`src/rtl/core/isbn_pkg.sv`:
```
// Shared constants and helpers for the ISBN-13 check digit validator.
// No dependencies; imported by every module under rtl/core.
package isbn_pkg;

    // Widths of the value path
    localparam int VAL_W      = 44;                  // binary ISBN width
    localparam int DIG_N      = 14;                  // decimal digits covering 2^44-1
    localparam int BCD_W      = 4 * DIG_N;           // packed BCD width
    localparam int STEP_BITS  = 4;                   // shift-add-3 steps per stage
    localparam int DBL_STAGES = VAL_W / STEP_BITS;   // number of conversion stages
    localparam int SUM_W      = 8;                   // weighted sum, max 216
    localparam int DIGIT_W    = 4;

    // Pipeline positions: input stage, conversion stages, sum stage, output stage
    localparam int SUM_POS = DBL_STAGES + 1;
    localparam int OUT_POS = DBL_STAGES + 2;
    localparam int NPOS    = DBL_STAGES + 3;

    // Configuration register indexes
    localparam int CFG_IDX_W = 2;
    localparam logic [CFG_IDX_W-1:0] CFG_LOWER_BOUND = 2'd0;
    localparam logic [CFG_IDX_W-1:0] CFG_UPPER_BOUND = 2'd1;

    localparam logic [VAL_W-1:0] LOWER_RESET = 44'd9780000000000;
    localparam logic [VAL_W-1:0] UPPER_RESET = 44'd9799999999999;

    // sum mod 10 through a reciprocal: floor(x * 205 / 2048) == floor(x / 10)
    // for every x up to 1028, which covers the 8-bit sum.
    localparam int RECIP_MUL   = 205;
    localparam int RECIP_SHIFT = 11;

    function automatic logic [DIGIT_W-1:0] check_digit(input logic [SUM_W-1:0] sum);
        logic [15:0]        prod;
        logic [4:0]         quot;
        logic [SUM_W-1:0]   qx10;
        logic [SUM_W-1:0]   rem;
        logic [DIGIT_W-1:0] res;
        prod = 16'(sum) * 16'(RECIP_MUL);
        quot = prod[RECIP_SHIFT +: 5];
        qx10 = SUM_W'({quot, 3'b000}) + SUM_W'({quot, 1'b0});
        rem  = sum - qx10;
        if (rem[DIGIT_W-1:0] == '0)
            res = '0;
        else
            res = DIGIT_W'(10) - rem[DIGIT_W-1:0];
        return res;
    endfunction

endpackage

```
`src/rtl/core/isbn_dbl_step.sv`:
```
// One conversion stage: STEP_BITS shift-add-3 steps of binary to BCD.
// Depends on isbn_pkg.
module isbn_dbl_step
    import isbn_pkg::*;
(
    input  logic [BCD_W-1:0]     bcd_in,
    input  logic [STEP_BITS-1:0] bits_in,
    output logic [BCD_W-1:0]     bcd_out
);

    logic [BCD_W-1:0] bcd;

    // Per step: bump every digit of five or more by three, then shift in one bit
    always_comb
    begin
        bcd = bcd_in;
        for (int s = 0; s < STEP_BITS; s++)
        begin
            for (int d = 0; d < DIG_N; d++)
            begin
                if (bcd[4*d +: 4] >= 4'd5)
                    bcd[4*d +: 4] = bcd[4*d +: 4] + 4'd3;
            end
            bcd = {bcd[BCD_W-2:0], bits_in[STEP_BITS-1-s]};
        end
        bcd_out = bcd;
    end

endmodule

```
`src/rtl/core/isbn13_check_digit_validator.sv`:
```
// Top level of the ISBN-13 check digit validator: range check, binary to BCD
// pipeline, weighted digit sum and check digit. Depends on isbn_pkg, isbn_dbl_step.
//
//  channel | signals                                   | direction
//  --------+-------------------------------------------+----------
//  in      | in_valid, in_ready, isbn_value            | item in
//  out     | out_valid, out_ready, in_range, is_valid,  | item out
//          | weighted_sum, expected_digit, accepted_isbn|
//  cfg     | cfg_valid, cfg_ready, cfg_index, cfg_data  | register write
//
// One item per cycle sustained while out_ready stays high. The pipeline holds
// the input register, the 11 binary-to-BCD stages (4 shift-add-3 steps each),
// the digit-sum stage and the output register.
// Every stage holds its item while the stage after it is full and stalled;
// bubbles are squeezed out. Reset clears all valid bits and restores both bounds.
// cfg_ready is always high.
module isbn13_check_digit_validator
    import isbn_pkg::*;
(
    input  logic                 clk,
    input  logic                 rst_n,

    input  logic                 in_valid,
    output logic                 in_ready,
    input  logic [VAL_W-1:0]     isbn_value,

    output logic                 out_valid,
    input  logic                 out_ready,
    output logic                 in_range,
    output logic                 is_valid,
    output logic [SUM_W-1:0]     weighted_sum,
    output logic [DIGIT_W-1:0]   expected_digit,
    output logic [VAL_W-1:0]     accepted_isbn,

    input  logic                 cfg_valid,
    output logic                 cfg_ready,
    input  logic [CFG_IDX_W-1:0] cfg_index,
    input  logic [VAL_W-1:0]     cfg_data
);

    logic [VAL_W-1:0]   lower_bound_reg;
    logic [VAL_W-1:0]   upper_bound_reg;

    logic [NPOS-1:0]    vld_reg;
    logic [NPOS-1:0]    adv;

    logic [VAL_W-1:0]   val_reg [0:DBL_STAGES];
    logic               rng_reg [0:DBL_STAGES];
    logic [BCD_W-1:0]   bcd_reg [1:DBL_STAGES];
    logic [BCD_W-1:0]   bcd_next [1:DBL_STAGES];

    logic [SUM_W-1:0]   sum_reg;
    logic [SUM_W-1:0]   sum_next;
    logic [DIGIT_W-1:0] chk_reg;
    logic [VAL_W-1:0]   sval_reg;
    logic               srng_reg;

    logic               rng_next;
    logic [DIGIT_W-1:0] exp_next;
    logic               ok_next;

    logic               in_range_reg;
    logic               is_valid_reg;
    logic [SUM_W-1:0]   weighted_sum_reg;
    logic [DIGIT_W-1:0] expected_digit_reg;
    logic [VAL_W-1:0]   accepted_isbn_reg;

    // Configuration registers
    assign cfg_ready = 1'b1;

    always_ff @(posedge clk or negedge rst_n)
    begin
        if (!rst_n)
        begin
            lower_bound_reg <= LOWER_RESET;
            upper_bound_reg <= UPPER_RESET;
        end
        else if (cfg_valid && cfg_ready)
        begin
            case (cfg_index)
                CFG_LOWER_BOUND: lower_bound_reg <= cfg_data;
                CFG_UPPER_BOUND: upper_bound_reg <= cfg_data;
                default: ;
            endcase
        end
    end

    // Stage advance: a stage loads when empty or when its item moves on
    assign adv[NPOS-1] = !vld_reg[NPOS-1] || out_ready;
    for (genvar k = 0; k < NPOS - 1; k++)
    begin : g_adv
        assign adv[k] = !vld_reg[k] || adv[k+1];
    end
    assign in_ready = adv[0];

    always_ff @(posedge clk or negedge rst_n)
    begin
        if (!rst_n)
            vld_reg <= '0;
        else
        begin
            if (adv[0])
                vld_reg[0] <= in_valid;
            for (int k = 1; k < NPOS; k++)
            begin
                if (adv[k])
                    vld_reg[k] <= vld_reg[k-1];
            end
        end
    end

    // Input stage: capture the value and its range flag
    assign rng_next = (isbn_value > lower_bound_reg) && (isbn_value < upper_bound_reg);

    always_ff @(posedge clk)
    begin
        if (adv[0])
        begin
            val_reg[0] <= isbn_value;
            rng_reg[0] <= rng_next;
        end
    end

    // Binary to BCD stages, most significant bits first
    for (genvar k = 1; k <= DBL_STAGES; k++)
    begin : g_dbl
        if (k == 1)
        begin : g_first
            isbn_dbl_step u_step (
                .bcd_in  ('0),
                .bits_in (val_reg[0][VAL_W-1 -: STEP_BITS]),
                .bcd_out (bcd_next[k])
            );
        end
        else
        begin : g_rest
            isbn_dbl_step u_step (
                .bcd_in  (bcd_reg[k-1]),
                .bits_in (val_reg[k-1][VAL_W-1-STEP_BITS*(k-1) -: STEP_BITS]),
                .bcd_out (bcd_next[k])
            );
        end

        always_ff @(posedge clk)
        begin
            if (adv[k])
            begin
                bcd_reg[k] <= bcd_next[k];
                val_reg[k] <= val_reg[k-1];
                rng_reg[k] <= rng_reg[k-1];
            end
        end
    end

    // Weighted sum: digits just left of the check digit get weight three
    always_comb
    begin
        logic [5:0] odd_sum;
        logic [5:0] even_sum;
        odd_sum  = '0;
        even_sum = '0;
        for (int i = 1; i <= 12; i++)
        begin
            if (i % 2 == 1)
                odd_sum = odd_sum + 6'(bcd_reg[DBL_STAGES][4*i +: 4]);
            else
                even_sum = even_sum + 6'(bcd_reg[DBL_STAGES][4*i +: 4]);
        end
        sum_next = SUM_W'({odd_sum, 1'b0}) + SUM_W'(odd_sum) + SUM_W'(even_sum);
    end

    always_ff @(posedge clk)
    begin
        if (adv[SUM_POS])
        begin
            sum_reg  <= sum_next;
            chk_reg  <= bcd_reg[DBL_STAGES][DIGIT_W-1:0];
            sval_reg <= val_reg[DBL_STAGES];
            srng_reg <= rng_reg[DBL_STAGES];
        end
    end

    // Output stage: expected digit and decision
    assign exp_next = check_digit(sum_reg);
    assign ok_next  = srng_reg && (chk_reg == exp_next);

    always_ff @(posedge clk)
    begin
        if (adv[OUT_POS])
        begin
            in_range_reg       <= srng_reg;
            is_valid_reg       <= ok_next;
            weighted_sum_reg   <= sum_reg;
            expected_digit_reg <= exp_next;
            accepted_isbn_reg  <= ok_next ? sval_reg : '0;
        end
    end

    assign out_valid      = vld_reg[OUT_POS];
    assign in_range       = in_range_reg;
    assign is_valid       = is_valid_reg;
    assign weighted_sum   = weighted_sum_reg;
    assign expected_digit = expected_digit_reg;
    assign accepted_isbn  = accepted_isbn_reg;

    // Checks
    a_valid_needs_range: assert property (@(posedge clk) disable iff (!rst_n)
        out_valid |-> (!is_valid || in_range))
        else $error("is_valid without in_range");

    a_reject_zero: assert property (@(posedge clk) disable iff (!rst_n)
        (out_valid && !is_valid) |-> (accepted_isbn == '0))
        else $error("rejected item carries nonzero isbn");

    a_digit_range: assert property (@(posedge clk) disable iff (!rst_n)
        out_valid |-> (expected_digit <= 4'd9 && weighted_sum <= 8'd216))
        else $error("expected digit or sum out of range");

    a_accept_loads: assert property (@(posedge clk) disable iff (!rst_n)
        (in_valid && in_ready) |=> vld_reg[0])
        else $error("accepted item not captured");

    a_stall_holds: assert property (@(posedge clk) disable iff (!rst_n)
        (vld_reg[SUM_POS] && !adv[OUT_POS]) |=> (vld_reg[SUM_POS] && $stable(sum_reg)))
        else $error("sum stage lost item during stall");

endmodule

```
`config.mk`:
```
export PLATFORM = sky130hd
export DESIGN_NAME = isbn13_check_digit_validator
export DESIGN_NICKNAME = d
export VERILOG_FILES = /design/src/rtl/core/isbn_pkg.sv /design/src/rtl/core/isbn_dbl_step.sv /design/src/rtl/core/isbn13_check_digit_validator.sv
export SDC_FILE = /design/constraint.sdc
export NUM_CORES = 2
export LEC_CHECK = 0
export ABC_AREA = 1
export BUFFER_PORTS_ARGS = -buffer_cell sky130_fd_sc_hd__buf_2
export CAP_MARGIN = 20
export CORE_MARGIN = 8
export CORE_UTILIZATION = 40
export CTS_CLUSTER_DIAMETER = 30
export DETAILED_ROUTE_END_ITERATION = 12
export REMOVE_ABC_BUFFERS = 1
export SLEW_MARGIN = 20
export SYNTH_ARGS = -nofsm -noshare
export SYNTH_HDL_FRONTEND = slang
export SYNTH_SLANG_ARGS = --single-unit
```
`constraint.sdc`:
```
create_clock -name clk -period 9.7 [get_ports clk]
set_input_delay 0.485 -clock clk [delete_from_list [all_inputs] [get_ports clk]]
set_output_delay 0.485 -clock clk [all_outputs]
set_load 0.02 [all_outputs]
```
# After elaboration in Yosys (flattened, before gate mapping)
# Memories as Yosys holds them, arrays and structs flattened. A register that Yosys moved wholly into a read port is not among the register bits.
# Cells that the tools add are included.
[word_totals]
output_inout_bits = 61
in_bits = 95
elab_cells = 1803
mem_count = 3
ram_bits = 1156
reg_bits = 172
[op_classes]
add_sub_neg = 581
n_lt_le_gt_ge = 568
reduce_logical = 34
n_eq_ne = 2
multipliers = 1
mux = 591
[mem_list]
columns = ["memory", "words", "width", "rd", "rd_ports_with_merged_regs", "write_ports", "line_no", "rtl"]
rows = [
  ["bcd_reg", 11, 56, 11, 0, 11, "isbn13_check_digit_validator.sv:49", "logic [BCD_W-1:0] bcd_reg [1:DBL_STAGES];"],
  ["val_reg", 12, 44, 12, 1, 12, "isbn13_check_digit_validator.sv:47", "logic [VAL_W-1:0] val_reg [0:DBL_STAGES];"],
  ["rng_reg", 12, 1, 12, 1, 12, "isbn13_check_digit_validator.sv:48", "logic rng_reg [0:DBL_STAGES];"],
]
[ops]
columns = ["op", "count"]
rows = [
  ["$ge 4x3->1 const B", 563],
  ["$mux 4", 527],
  ["$add 4x2->4 const B", 523],
  ["$add 3x2->3 const B", 40],
  ["$mux 3", 40],
  ["$gt 44x44->1", 1],
  ["$lt 44x44->1", 1],
  ["$add 6x4->6", 6],
  ["$mux 1", 24],
  ["$logic_not 1->1", 14],
  ["$logic_or 1x1->1", 14],
  ["$mul 8x8->14 const B", 1],
  ["$add 5x4->6", 2],
  ["$add 4x4->5", 2],
  ["$add 1x2->3 const B", 3],
  ["$ge 1x3->1 const B", 3],
  ["$add 7x6->8", 1],
  ["$add 8x6->8", 1],
  ["$add 4x4->4", 1],
  ["$eq 4x4->1", 1],
  ["$logic_not 4->1", 1],
  ["$reduce_and 2->1", 2],
  ["$sub 4x4->4", 1],
  ["$sub 4x4->4 const A", 1],
  ["other kinds (3)", 4],
]

# Logic depth before layout (Yosys ltp)
[depth]
word_depth = 17
depth_mapped = 31
mapped_depth_nobuf = 30

# Modules after synthesis
# Synthesis repeated with hierarchy kept, for this count alone.
[unflattened]
hier_cells = 15019
hier_area_um2 = 111110.3
[modules_own_cells]
columns = ["module", "seq_area_each_um2", "area_each_um2", "n_inst", "cells_each"]
rows = [
  ["isbn_dbl_step", 0.0, 5794.3, 11, 1149],
  ["isbn13_check_digit_validator", 40652.7, 47372.9, 1, 2380],
]

# Worst setup path before layout
# No wires, ideal clock.
[synth_path]
path_kind = "register -> register"
start = "reg vld_reg[13]"
end = "reg, netlist name bcd_reg[0][57]"
t_arrival_ps = 7743
path_slack_ps = 1481
synth_period_minus_slack_ps = 8219
path_stages_with_launch = 16
required_time_ps = 9223
cell_sequence = "dfrtp_1 -> inv_1 -> nor2_2 -> nand2_2 -> nor2_2 -> nand2_2 -> nor2_2 -> nand2_2 -> nor2_2 -> nand2_2 -> nor2_4 -> nand2_2 -> nor2_4 -> nand2_2 -> nor2_4 -> inv_1"
[synth_lines]
columns = ["item", "line_no", "rtl"]
rows = [
  ["start: declaration", "isbn13_check_digit_validator.sv:44", "logic [NPOS-1:0] vld_reg;"],
  ["start signal: indexed assignment", "isbn13_check_digit_validator.sv:107", "vld_reg[k] <= vld_reg[k-1];"],
]

# Final worst setup path
[layout_path]
start = "reg vld_reg[13]"
end = "out in_ready"
[layout_between]
elab_chain_len = 15
[layout_rtl]
columns = ["item", "line_no", "rtl"]
rows = [
  ["$logic_not 1->1", "isbn13_check_digit_validator.sv:89", "assign adv[NPOS-1] = !vld_reg[NPOS-1] || out_ready;"],
  ["$logic_or 1x1->1", "isbn13_check_digit_validator.sv:89", ""],
  ["$logic_or 1x1->1", "isbn13_check_digit_validator.sv:92", "assign adv[k] = !vld_reg[k] || adv[k+1];"],
  ["named net adv[12]", "isbn13_check_digit_validator.sv:45", "logic [NPOS-1:0] adv;"],
  ["$logic_or 1x1->1 (2 in series)", "isbn13_check_digit_validator.sv:92", ""],
  ["named net adv[10]", "isbn13_check_digit_validator.sv:45", ""],
  ["$logic_or 1x1->1 (2 in series)", "isbn13_check_digit_validator.sv:92", ""],
  ["named net adv[8]", "isbn13_check_digit_validator.sv:45", ""],
  ["$logic_or 1x1->1 (2 in series)", "isbn13_check_digit_validator.sv:92", ""],
  ["named net adv[6]", "isbn13_check_digit_validator.sv:45", ""],
  ["$logic_or 1x1->1 (2 in series)", "isbn13_check_digit_validator.sv:92", ""],
  ["named net adv[4]", "isbn13_check_digit_validator.sv:45", ""],
  ["$logic_or 1x1->1 (2 in series)", "isbn13_check_digit_validator.sv:92", ""],
  ["named net adv[2]", "isbn13_check_digit_validator.sv:45", ""],
  ["$logic_or 1x1->1 (2 in series)", "isbn13_check_digit_validator.sv:92", ""],
  ["end: declaration", "isbn13_check_digit_validator.sv:24", "output logic in_ready,"],
]
# The timed path passes the listed nets, and every way through them passes these cells.

==> summary.txt <==
Place
  – HPWL Detailed: 100,000 um
  – Gp weighted congestion: between 0.8 and 0.9
  – Dpl ws: around 4200 ps
  – DP Cell Count: ~11,000
  – Post-place instance area: roughly 0.075 mm^2
  – Port bufs: 154

STA
  – Hold Violations, Final: 0
  – Setup TNS: 0 ps
  – RSZ-0062 raised after global routing: false
  – Post-route clock period utilization: approximately three fifths
  – Worst slew margin: between 30% and 40%
  – Final WS setup: 3760 ps
  – Minimum clock period: 5940 ps
  – Setup violations, final: 0
  – Slew @ Worst Pin: roughly 1000 ps
  – Max Slew Vio Count: 0
  – Clock skew: ~100 ps
  – Fmax: 168 MHz

Route
  – # DRC: 0
  – Drt via density: about 4.6
  – Pre-Repair DR Iteration Count: 6
  – Number of DRC markers in iteration 0: between 1,500 and 2,000
  – WL/cell: 11.8 um
  – Antenna viol nets, final: 0
  – Final WL: 131,000 um
  – Via count: roughly 51,000

Yosys
  – Unique masters post-synth: about 50
  – YS warnings: 0
  – Top cells by area, synth: edfxtp_1 41%, ha_1 13%, nand2_1 10%
  – Synth Area in Compound Gates: under 10%
  – Adder-Cell Fraction of Synth Area: between 10% and 20%
  – Post-Syn Area: 0.0713 mm^2
  – Post-synthesis mux area share: 0%
  – Yosys top cell area share: 41.3%
  – Post-synthesis simple-gate area fraction: a little under a fifth
  – Count leader, synth: nand2_1
  – FFs w/ async S/R, synth: 9.42%
  – Xor and xnor fraction of the mapped netlist area: under 10%
  – Post-synth EDFFs: 981
  – Synth Register Bits: around 1,100
  – Largest family of logic cells by synthesized area: simple AND/OR/NAND/NOR gates
  – Top cells by instance count after synthesis: 1,931 x nand2_1, 1,689 x inv_1, 981 x edfxtp_1, 752 x ha_1, 497 x nor2_1
  – Syn avg cell area: 8.78 um^2
  – Post-synthesis sequential area ratio: roughly 45%
  – Cell taking the most area after synthesis: edfxtp_1
  – Cells after Synth: between 8,000 and 9,000
  – Dominant synthesized flop cell: edfxtp_1

CTS
  – Clock buffer count from CTS: 232
  – Sink Count: 1,083
  – CTS tree: built
  – H-tree Lvls: 4
  – Clock latency at the later pin of the worst-skew pair: around 870 ps
  – Clk pin slew, worst setup/hold paths: roughly 50 ps
  – Setup Fix Bufs, Post-CTS: 0
  – Deepest clock path buffer count: 3
  – Root buf cell: clkbuf_16

Final layout
  – Area growth, synth to finish: 17.8%
  – Layout cells sized above 1: between 10% and 20%
  – Layout Cells excl Fill: approximately 11,000
  – Fillers: approximately 16,000
  – Net total in the final layout: approximately 9,500
  – Max reg flops: 527
  – Sequential cell area: approximately 0.032 mm^2
  – Multi-input logic area: between 0.03 and 0.04 mm^2
  – Final instance area: ~0.084 mm^2

Critical path
  – Arrival time at the worst endpoint: about 5500 ps
  – Crit-path max FO: 58
  – WP buf/inv: 3
  – Critical-path top delay cell: nand2_4
  – Worst path top cell family by delay: simple AND/OR/NAND/NOR gates
  – Critical path data required time: just over 9000 ps
  – Worst setup EP type: output pin
  – Largest stage delay on the critical path: between 500 and 600 ps
  – Critical path type: reg -> out
  – R2r setup slk: between 4000 and 5000 ps
  – Crit path cell chain: inv_1 > nor2_2 > nand2_4 > nor2_2 > nand2_4 > nor2_2 > nand2_4 > nor2_2 > nand2_4 > nor2_4 > nand2_2 > nor2_4 > nand2_2 > nor2_4 > nand2_2 > buf_4 > buf_2
  – CP Launch Type: register

Die
  – Placement Rows: roughly 160
  – Die width: 438 um
  – Die height: 438 um
  – Die area: about 0.19 mm^2
  – Starting Density: around 40%
  – Top Ports: 156
  – Core Area: ~0.18 mm^2

Global routing
  – Total track usage: a little over an eighth
  – Vias in the first global route: 51,400
  – Initial antenna violation count: 3
  – First-pass GRT wire length: around 230,000 um
  – Overflow after GRT: 0
  – Largest net degree at the start of global routing: between 80 and 90

Outcome
  – Status: finished clean

Job
  – Maximum capacitance violations: 0

Min path
  – Hold WC Path Type: in -> async
[logic make-up (layout without fill, tap and decap cells)]
family	Yosys count	in the layout
xor gates and xnor gates	264	264
DFF	1083	1083
AOI/OAI and AO/OA	1063	1063
and+or+nand+nor	3187	3187
adders and majority gates	800	800
buffers and inverters	1727	2402
other	1	5
[through the flow]
| stage | util [%] | hold slack [ps] |
|---|---|---|
| floorplan | - | 189 |
| global route | 47.3 | 38.4 |
| CTS | 47.3 | 17.1 |
| detailed placement | 42.2 | 405 |
| finish | 47.3 | 89.9 |
| global placement | 42.2 | 400 |
[layout make-up]
cell class	instances	area share (%)
Clock inverter	187	2.57
Sequential cell	1083	38.2
Multi-Input combinational cell	5315	39.0
Inverter	1704	7.62
Tap cell	2355	3.51
Antenna cell	4	0.0119
Timing Repair Buffer	259	2.13
Clock buffer	252	7.02
[what timing repair did]
action | 4_1_cts | 5_1_grt
hold buffers | 90 | 0
hold endpoints to repair | 163 | 0
gates resized for setup | 0 | 0
[final timing paths]
path	start	end	cells after the start
setup / recovery	vld_reg[13]	in_ready	17
hold / removal	rst_n	upper_bound_reg[36]	2
setup reg to reg	sum_reg[1]	accepted_isbn[31]	25
hold reg to reg	val_reg[6][31]	val_reg[7][31]	0
max in group asynchronous	rst_n	vld_reg[13]	3
min in group clk	out_ready	vld_reg[13]	3
[worst reg2reg max path: cells and delay by family (launching register included)]
family,cells,cell delay [ps]
AO/OA/AOI/OAI,4,570
XOR/XNOR,3,490
adder cells (fa/ha/maj),6,2310
buffers and inverters,4,240
flip-flops,1,490
AND/OR/NAND/NOR,8,1110
[layout by cell type, fill, tap and decap left out, types with 16 or more instances in the layout]
master,count
nand2_2,76
xnor2_1,16
clkinv_1,35
dlygate4sd3_1,90
nand3_2,63
ha_1,752
a21oi_1,215
dfstp_2,43
buf_2,153
bufinv_16,28
inv_2,18
o21ai_2,194
clkbuf_1,19
o21ai_1,114
nor2_1,497
edfxtp_1,981
clkinv_4,22
nand3b_1,53
and2_1,20
clkinvlp_4,27
clkinv_2,48
a31oi_1,38
inv_1,1682
nand4_1,38
clkbuf_16,233
o21ai_0,440
nand3_1,407
buf_4,16
xor2_1,232
fa_1,48
or2_2,56
dfrtp_1,59
nand2_1,1930
[metal layers]
metal / share of wire, % / track usage [%]
met5: 0 / 0
met4: 2.4 / 4.34
met3: 3.2 / 2.55
met2: 54 / 27.2
met1: 40 / 14.2
Power is left out: the tool's default activity adds up to more than one toggle a clock period on the data nets, which glitch-free logic cannot reach.
